===== src/sv/wpm_pkg.sv =====
// ----------------------------------------------------------------------------
// wpm_pkg
// Types, constants and the segmented scan used by the wildcard pattern matcher.
// ----------------------------------------------------------------------------
`default_nettype none

package wpm_pkg;

  localparam int MaxPattern = 32;
  localparam int VecW       = MaxPattern + 1;
  localparam int LenW       = $clog2(MaxPattern + 1);
  localparam int IdxW       = (MaxPattern > 1) ? $clog2(MaxPattern) : 1;
  localparam int SymW       = 8;
  localparam int ModeW      = 2;

  localparam logic [SymW-1:0] StarChar = 8'h2A;
  localparam logic [SymW-1:0] AnyChar  = 8'h3F;

  typedef logic [VecW-1:0] vec_t;

  typedef enum logic [ModeW-1:0] {
    MODE_CLEAR  = 2'd0,
    MODE_APPEND = 2'd1,
    MODE_TEXT   = 2'd2,
    MODE_FINISH = 2'd3
  } mode_e;

  typedef struct packed {
    logic clear;
    logic store;
    logic ovf_set;
    logic consume;
    logic finish;
  } cmd_t;

  typedef struct packed {
    logic full;
  } status_t;

  // Result bit i is g[i], or p[i] and result bit i-1, computed as a log-depth prefix.
  function automatic vec_t seg_scan(vec_t g, vec_t p);
    vec_t gg;
    vec_t pp;
    vec_t gn;
    vec_t pn;
    gg = g;
    pp = p;
    for (int d = 1; d < VecW; d = d * 2) begin
      gn = gg;
      pn = pp;
      for (int i = d; i < VecW; i++) begin
        gn[i] = gg[i] | (pp[i] & gg[i-d]);
        pn[i] = pp[i] & pp[i-d];
      end
      gg = gn;
      pp = pn;
    end
    return gg;
  endfunction

endpackage

`default_nettype wire


===== src/sv/wpm_if.sv =====
// ----------------------------------------------------------------------------
// wpm_if
// Valid/ready channel interfaces for the input and result beats.
// ----------------------------------------------------------------------------
`default_nettype none

interface wpm_in_if import wpm_pkg::*; ();
  logic            valid;
  logic            ready;
  logic [ModeW-1:0] mode;
  logic [SymW-1:0]  symbol;

  modport source (output valid, output mode, output symbol, input ready);
  modport sink (input valid, input mode, input symbol, output ready);
endinterface

interface wpm_out_if;
  logic valid;
  logic ready;
  logic matched;
  logic overflow;

  modport source (output valid, output matched, output overflow, input ready);
  modport sink (input valid, input matched, input overflow, output ready);
endinterface

`default_nettype wire


===== src/sv/wpm_ctrl.sv =====
// ----------------------------------------------------------------------------
// wpm_ctrl
// Controller: handshakes, mode decode and result hold state.
// ----------------------------------------------------------------------------
`default_nettype none

module wpm_ctrl import wpm_pkg::*; (
  input  wire logic             clk_i,
  input  wire logic             rst_ni,
  input  wire logic             in_valid_i,
  output logic                  in_ready_o,
  input  wire logic [ModeW-1:0] mode_i,
  output logic                  out_valid_o,
  input  wire logic             out_ready_i,
  input  wire status_t          status_i,
  output cmd_t                  cmd_o
);

  typedef enum logic [1:0] {
    ST_RUN  = 2'b01,
    ST_HOLD = 2'b10
  } state_e;

  state_e state_q, state_d;
  logic   accept;

  assign in_ready_o  = (state_q == ST_RUN) || out_ready_i;
  assign out_valid_o = (state_q == ST_HOLD);
  assign accept      = in_valid_i && in_ready_o;

  always_comb begin
    cmd_o = '0;
    if (accept) begin
      unique case (mode_e'(mode_i))
        MODE_CLEAR:  cmd_o.clear   = 1'b1;
        MODE_APPEND: begin
          cmd_o.store   = !status_i.full;
          cmd_o.ovf_set = status_i.full;
        end
        MODE_TEXT:   cmd_o.consume = 1'b1;
        MODE_FINISH: cmd_o.finish  = 1'b1;
        default:     cmd_o         = '0;
      endcase
    end
  end

  always_comb begin
    state_d = state_q;
    unique case (state_q)
      ST_RUN: begin
        if (cmd_o.finish) state_d = ST_HOLD;
      end
      ST_HOLD: begin
        if (out_ready_i && !cmd_o.finish) state_d = ST_RUN;
      end
      default: state_d = ST_RUN;
    endcase
  end

  always_ff @(posedge clk_i or negedge rst_ni) begin
    if (!rst_ni) begin
      state_q <= ST_RUN;
    end else begin
      state_q <= state_d;
    end
  end

endmodule

`default_nettype wire


===== src/sv/wpm_dp.sv =====
// ----------------------------------------------------------------------------
// wpm_dp
// Datapath: pattern cells, prefix match vector and result registers.
// ----------------------------------------------------------------------------
`default_nettype none

module wpm_dp import wpm_pkg::*; (
  input  wire logic            clk_i,
  input  wire logic            rst_ni,
  input  wire cmd_t            cmd_i,
  input  wire logic [SymW-1:0] symbol_i,
  output status_t              status_o,
  output logic                 matched_o,
  output logic                 overflow_o
);

  logic [SymW-1:0] pat_q [MaxPattern];
  logic [LenW-1:0] len_q, len_d;
  vec_t            vec_q, vec_d;
  logic            ovf_q, ovf_d;
  logic            matched_q;
  logic            overflow_q;

  vec_t star;
  vec_t hit;
  vec_t closed;
  vec_t gen;
  vec_t nxt;

  always_comb begin
    star = '0;
    hit  = '0;
    for (int i = 1; i < VecW; i++) begin
      star[i] = (LenW'(i) <= len_q) && (pat_q[i-1] == StarChar);
      hit[i]  = (LenW'(i) <= len_q) &&
                ((pat_q[i-1] == AnyChar) || (pat_q[i-1] == symbol_i));
    end
  end

  assign closed = seg_scan(vec_q, star);

  always_comb begin
    gen = '0;
    for (int i = 1; i < VecW; i++) begin
      gen[i] = star[i] ? closed[i] : (hit[i] & closed[i-1]);
    end
  end

  assign nxt = seg_scan(gen, star);

  assign status_o.full = (len_q == LenW'(MaxPattern));

  always_comb begin
    len_d = len_q;
    ovf_d = ovf_q;
    vec_d = vec_q;
    if (cmd_i.clear) begin
      len_d = '0;
      ovf_d = 1'b0;
      vec_d = VecW'(1);
    end else if (cmd_i.store) begin
      len_d = len_q + LenW'(1);
      vec_d = VecW'(1);
    end else if (cmd_i.ovf_set) begin
      ovf_d = 1'b1;
      vec_d = VecW'(1);
    end else if (cmd_i.consume) begin
      vec_d = nxt;
    end else if (cmd_i.finish) begin
      vec_d = VecW'(1);
    end
  end

  always_ff @(posedge clk_i or negedge rst_ni) begin
    if (!rst_ni) begin
      len_q <= '0;
      ovf_q <= 1'b0;
      vec_q <= VecW'(1);
    end else begin
      len_q <= len_d;
      ovf_q <= ovf_d;
      vec_q <= vec_d;
    end
  end

  always_ff @(posedge clk_i) begin
    if (cmd_i.store) begin
      pat_q[len_q[IdxW-1:0]] <= symbol_i;
    end
    if (cmd_i.finish) begin
      matched_q  <= closed[len_q];
      overflow_q <= ovf_q;
    end
  end

  assign matched_o  = matched_q;
  assign overflow_o = overflow_q;

endmodule

`default_nettype wire


===== src/sv/wildcard_pattern_matcher.sv =====
// ----------------------------------------------------------------------------
// wildcard_pattern_matcher
// Matches streamed text against a stored pattern with star and question marks.
// ----------------------------------------------------------------------------
//
//   Channel  Direction  Payload            Beat produced
//   in_i     sink       mode, symbol       every command or text byte
//   out_o    source     matched, overflow  one per end-of-text beat
//
// Each input beat is taken while in_i is ready; all pattern cells update in parallel.
// The result of an end-of-text beat is registered and shown the next cycle.
// While a result waits and out_o is not ready, in_i is stalled.
// Reset empties the pattern, clears the overflow flag and re-arms the match vector.
// Pattern cell contents are undefined after reset until written.
// ----------------------------------------------------------------------------
`default_nettype none

module wildcard_pattern_matcher import wpm_pkg::*; (
  input  wire logic  clk_i,
  input  wire logic  rst_ni,
  wpm_in_if.sink     in_i,
  wpm_out_if.source  out_o
);

  cmd_t    cmd;
  status_t status;
  logic    in_ready;
  logic    out_valid;
  logic    matched;
  logic    overflow;

  wpm_ctrl u_ctrl (
    .clk_i       (clk_i),
    .rst_ni      (rst_ni),
    .in_valid_i  (in_i.valid),
    .in_ready_o  (in_ready),
    .mode_i      (in_i.mode),
    .out_valid_o (out_valid),
    .out_ready_i (out_o.ready),
    .status_i    (status),
    .cmd_o       (cmd)
  );

  wpm_dp u_dp (
    .clk_i      (clk_i),
    .rst_ni     (rst_ni),
    .cmd_i      (cmd),
    .symbol_i   (in_i.symbol),
    .status_o   (status),
    .matched_o  (matched),
    .overflow_o (overflow)
  );

  assign in_i.ready     = in_ready;
  assign out_o.valid    = out_valid;
  assign out_o.matched  = matched;
  assign out_o.overflow = overflow;

endmodule

`default_nettype wire


===== src/flat_wrapper.sv =====
// flat-port wrapper written by rule: the top's interface ports become plain ports
module wildcard_pattern_matcher_flat import wpm_pkg::*;
  (clk_i, rst_ni, in_i_valid, in_i_mode, in_i_symbol, in_i_ready, out_o_valid, out_o_matched, out_o_overflow, out_o_ready);
  wpm_in_if in_i_i ();
  wpm_out_if out_o_i ();
  input  wire logic clk_i;
  input  wire logic rst_ni;
  input wire logic [$bits(in_i_i.valid)-1:0] in_i_valid;
  input wire logic [$bits(in_i_i.mode)-1:0] in_i_mode;
  input wire logic [$bits(in_i_i.symbol)-1:0] in_i_symbol;
  output wire logic [$bits(in_i_i.ready)-1:0] in_i_ready;
  output wire logic [$bits(out_o_i.valid)-1:0] out_o_valid;
  output wire logic [$bits(out_o_i.matched)-1:0] out_o_matched;
  output wire logic [$bits(out_o_i.overflow)-1:0] out_o_overflow;
  input wire logic [$bits(out_o_i.ready)-1:0] out_o_ready;
  assign in_i_i.valid = in_i_valid;
  assign in_i_i.mode = in_i_mode;
  assign in_i_i.symbol = in_i_symbol;
  assign in_i_ready = in_i_i.ready;
  assign out_o_valid = out_o_i.valid;
  assign out_o_matched = out_o_i.matched;
  assign out_o_overflow = out_o_i.overflow;
  assign out_o_i.ready = out_o_ready;
  wildcard_pattern_matcher u_core (.clk_i(clk_i), .rst_ni(rst_ni), .in_i(in_i_i), .out_o(out_o_i));
endmodule

===== config.mk =====
export PLATFORM = sky130hd
export DESIGN_NAME = wildcard_pattern_matcher_flat
export DESIGN_NICKNAME = d
export VERILOG_FILES = /design/src/sv/wpm_pkg.sv /design/src/sv/wpm_if.sv /design/src/sv/wpm_ctrl.sv /design/src/sv/wpm_dp.sv /design/src/sv/wildcard_pattern_matcher.sv /design/src/flat_wrapper.sv
export SDC_FILE = /design/constraint.sdc
export NUM_CORES = 1
export LEC_CHECK = 0
export BUFFER_PORTS_ARGS = -buffer_cell sky130_fd_sc_hd__buf_2
export CAP_MARGIN = 10
export CORE_MARGIN = 3
export CORE_UTILIZATION = 55
export DETAILED_ROUTE_END_ITERATION = 10
export PLACE_DENSITY = 0.75
export SETUP_SLACK_MARGIN = 0.02
export SYNTH_ARGS = -nofsm -noshare
export SYNTH_HDL_FRONTEND = slang
export SYNTH_SLANG_ARGS = --single-unit

===== constraint.sdc =====
create_clock -name clk_i -period 4.1 [get_ports clk_i]
set_clock_uncertainty 0.2 [all_clocks]
set_input_delay 0.205 -clock clk_i [delete_from_list [all_inputs] [get_ports clk_i]]
set_output_delay 0.205 -clock clk_i [all_outputs]
set_load 0.01 [all_outputs]

==> impl_metrics.csv <==
group,metric,value,unit
final_layout,drive_gt1_share,36.4,%
critical_path,end_kind,"flip-flop",
critical_path,cp.arrival,4.53,ns
critical_path,critPathKind,"reg2reg",
power,pwr-share-seq,44.7,%
synthesis,synth_top_family_by_area,"simple AND/OR/NAND/NOR gates",
critical_path,cpPeakStageDelay,0.46,ns
clock_network,clock_path_buffers,3,
detailed_routing,via_per_inst,6.47,
timing,tns,-0.872,ns
synthesis,yosys_warnings,0,
floorplanning,start_util,56.7,%
synthesis,synth_xor_area_share,12.5,%
timing,max_slew_margin,40.5,%
timing,fin_crit_sh,104,%
final_layout,utilization,78.5,%
placement,port_buffers,17,
timing,whs,0.0823,ns
clock_network,path_clk_slew,0.07,ns
global_route,track_usage,37.5,%
detailed_routing,wl_per_cell,25.7,microns
floorplanning,die_h,188,microns
critical_path,critPathLaunchType,"flip-flop",
global_route,grt_first_pass_wirelength,102,mm
detailed_routing,vias,17500,
floorplanning,design.core.area,0.0320,sq mm
timing,rsz0062_at_grt,"yes",
outcome,violations,"negative setup slack",
critical_path,slowest_stage,"dfrtp_2",
placement,dpl_worst_slack,-0.682,ns
critical_path,critical_path_required,4.36,ns
timing,setup_ws,-0.169,ns
synthesis,synthSimpleGateAreaFrac,19.9,%
power,combPwrFrac,14.8,%
synthesis,synthAdderAreaFrac,0.413,%
detailed_routing,drt-initial-drc-count,1961,
synthesis,synth-async-reset-ratio,14.0,%
final_layout,fin_cells,2707,
timing,slew_viol_final,0,
clock_network,numClockSinks,300,
critical_path,worstPathMaxFanout,5,
final_layout,final.fill_count,1962,
clock_network,cts_made_buffers,30,
global_route,grt_start_max_net_pins,43,
power,power,7.52,mW
placement,globalplace.congestion,1.09,
power,switching_share,25.0,%
synthesis,synth_cell_types,112,
min_path,min_path_type,"in2async",
detailed_routing,wl,69.6,mm
run,max_cap_violations,0,
power,powerDensity,299,mW/mm^2
power,switchingPower,1.88,mW
detailed_routing,first_pass_iters,6,
synthesis,ys_ff_latch,300,
power,leakage,9.23,nW
final_layout,finalInstanceArea,0.0251,sq mm
placement,placedCellCount,2563,
power,ir_worst_vdd,0.412,mV
power,cell_internal_pwr,5.65,mW
clock_network,tritoncts,"done",
synthesis,syn_area,0.0182,sq mm
synthesis,synth_compound_gate_area_share,15.7,%
floorplanning,num_rows,65,
timing,period_minus_slack,4.27,ns
detailed_routing,ant_nets,0,
placement,dpl_cell_area,0.0219,sq mm
synthesis,synth_cells,1732,
global_route,overflow,0,
synthesis,synth_flop_cell,"edfxtp_1",
final_layout,nNetsFinal,2267,
timing,fmax,234,MHz
final_layout,syn_to_final_growth,38.4,%
power,p_clk_share,40.4,%
floorplanning,die-area,0.0353,sq mm
outcome,outcome,"complete, but fails checks",
detailed_routing,drc_errors,0,
global_route,grt_pass1_vias,16900,
timing,worstMarginPinSlew,0.889,ns
critical_path,cp_cell_sequence,"buf_6 > ha_4 > o31ai_2 > buf_4 > a2111oi_4 > buf_4 > a221o_1 > o22ai_2 > buf_6 > a21oi_2 > or2_4 > buf_6 > a221o_1 > a211oi_2 > o31ai_4 > and3_4 > o21ai_2 > nand4_1",
synthesis,synth_edf_count,258,
global_route,antenna_found_initial,1,
clock_network,cts-root-buf,"clkbuf_16",
timing,setup_violations,11,
clock_network,insertion_delay,0.60,ns
placement,hpwlAfterDp,49.0,mm
timing,hold_viol_final,0,
floorplanning,ioPinCount,18,
synthesis,synth_fp_nets,1752,
synthesis,synth.area.mux_share,0.365,%
floorplanning,die_x,188,microns
synthesis,ys_seq_area_share,48.4,%
clock_network,cts_max_level,1,
synthesis,avgSynthCellArea,10.5,sq um
critical_path,crit_top_cell,"buf_6",
-- synth_stat cells, types with 12 or more instances --
cell type | n | area share (%)
and3_1 | 20 | 0.69
nor2_1 | 149 | 3.1
inv_1 | 24 | 0.50
xor2_1 | 50 | 2.4
and2_1 | 19 | 0.65
or3_1 | 25 | 0.86
nor4_1 | 31 | 1.1
or4_1 | 17 | 0.70
o31ai_1 | 15 | 0.62
clkbuf_1 | 25 | 0.52
nor3_1 | 59 | 1.6
nand2_1 | 126 | 2.6
nand3_1 | 62 | 1.7
a21oi_1 | 69 | 1.9
o21ai_0 | 75 | 2.1
edfxtp_1 | 258 | 43
a22o_1 | 13 | 0.63
buf_2 | 25 | 0.69
a211oi_1 | 13 | 0.54
a31oi_1 | 26 | 0.90
nand4_1 | 72 | 2.5
o21a_1 | 12 | 0.50
dfrtp_1 | 40 | 5.5
a21o_1 | 27 | 1.1
xnor2_1 | 209 | 10
-- critical path: cells and delay by family, from the launching register on --
kind,cells,cell delay [ns]
AOI/OAI and AO/OA,9,1.96
adders and majority gates,1,0.18
buffers and inverters,5,0.79
DFF,1,0.46
and+or+nand+nor,3,0.55
-- cells in the final DEF (no fill, tap or decap), types with 51 or more instances in the layout --
master / n
a21oi_1: 52
buf_4: 487
edfxtp_1: 258
nand2_1: 119
nand3_1: 55
nand4_1: 72
nor2_1: 142
nor3_1: 51
o21ai_0: 55
xnor2_1: 209
-- registers in the layout, indices dropped and copies added, names as in the netlist --
signal,flops
u_core.u_dp.len_q,6
u_core.u_dp.matched_o,1
u_core.u_dp.ovf_q,1
u_core.u_dp.vec_q,33
u_core.u_dp.pat_q,256
u_core.u_ctrl.state_q,2
u_core.u_dp.overflow_o,1
-- worst paths after layout --
kind                                                endpoint                             start  cells past startpoint  slack, ns
setup / recovery           u_core.u_dp.vec_q[31]$_DFFE_PN0P_  u_core.u_dp.len_q[1]$_DFFE_PN0P_                     18      -0.17
hold reg to reg             u_core.u_dp.overflow_o$_DFFE_PP_     u_core.u_dp.ovf_q$_DFFE_PN0P_                      0       0.30
min in group clk_i          u_core.u_dp.len_q[1]$_DFFE_PN0P_                        in_i_valid                      5       0.12
max in group asynchronous   u_core.u_dp.len_q[1]$_DFFE_PN0P_                            rst_ni                      3       3.13
setup reg to reg           u_core.u_dp.vec_q[31]$_DFFE_PN0P_  u_core.u_dp.len_q[1]$_DFFE_PN0P_                     18      -0.17
hold / removal              u_core.u_dp.vec_q[9]$_DFFE_PN0P_                            rst_ni                      3       0.08
-- layout make-up --
cell class | instances | area [sq um] | share of cell area [%]
diodes | 1 | 2.50 | 0.00995
multi-input cells | 1337 | 10200 | 40.4
clock buffers | 37 | 787 | 3.13
repair buffers | 553 | 4450 | 17.7
well taps | 435 | 544 | 2.16
inverters | 25 | 98.8 | 0.393
clock inverters | 19 | 305 | 1.21
flip-flops and latches | 300 | 8800 | 35.0
-- cell families (layout without fill, tap and decap cells) --
group | count (synthesis) | in the layout
xor gates and xnor gates | 259 | 259
adders and majority gates | 6 | 6
DFF | 300 | 300
other | 0 | 1
muxes | 4 | 4
buffers and inverters | 95 | 634
and+or+nand+nor | 670 | 670
AOI/OAI and AO/OA | 398 | 398
-- what timing repair did --
item                                    CTS  global route
pin swaps                                56            70
cloned                                    0             2
hold buffers                             15             0
hold endpoints to repair                 92             0
endpoints found under the setup margin   20            20
gates resized for setup                 138           158
buffers inserted                         32            41
-- power by group through the flow --
stage                     combinational [mW]  sequential, mW  clock, mW
final                                   1.12            3.36       3.04
after floorplan                        0.433            3.42          0
after global routing                    1.16            3.36       3.18
after CTS                              0.953            3.36       3.03
after global placement                 0.802            3.42          0
after detailed placement               0.815            3.42          0
-- layer usage --
| metal | vias up | routed length, microns | GRT usage, % |
|---|---|---|---|
| li1 | 7658 | - | - |
| met1 | 8493 | 27700 | 53.1 |
| met2 | 1147 | 31300 | 58.4 |
| met3 | 224 | 7510 | 7.07 |
| met4 | 0 | 3100 | 12.8 |
| met5 | - | 0 | 0 |
Power figures use the tool's default switching activity.
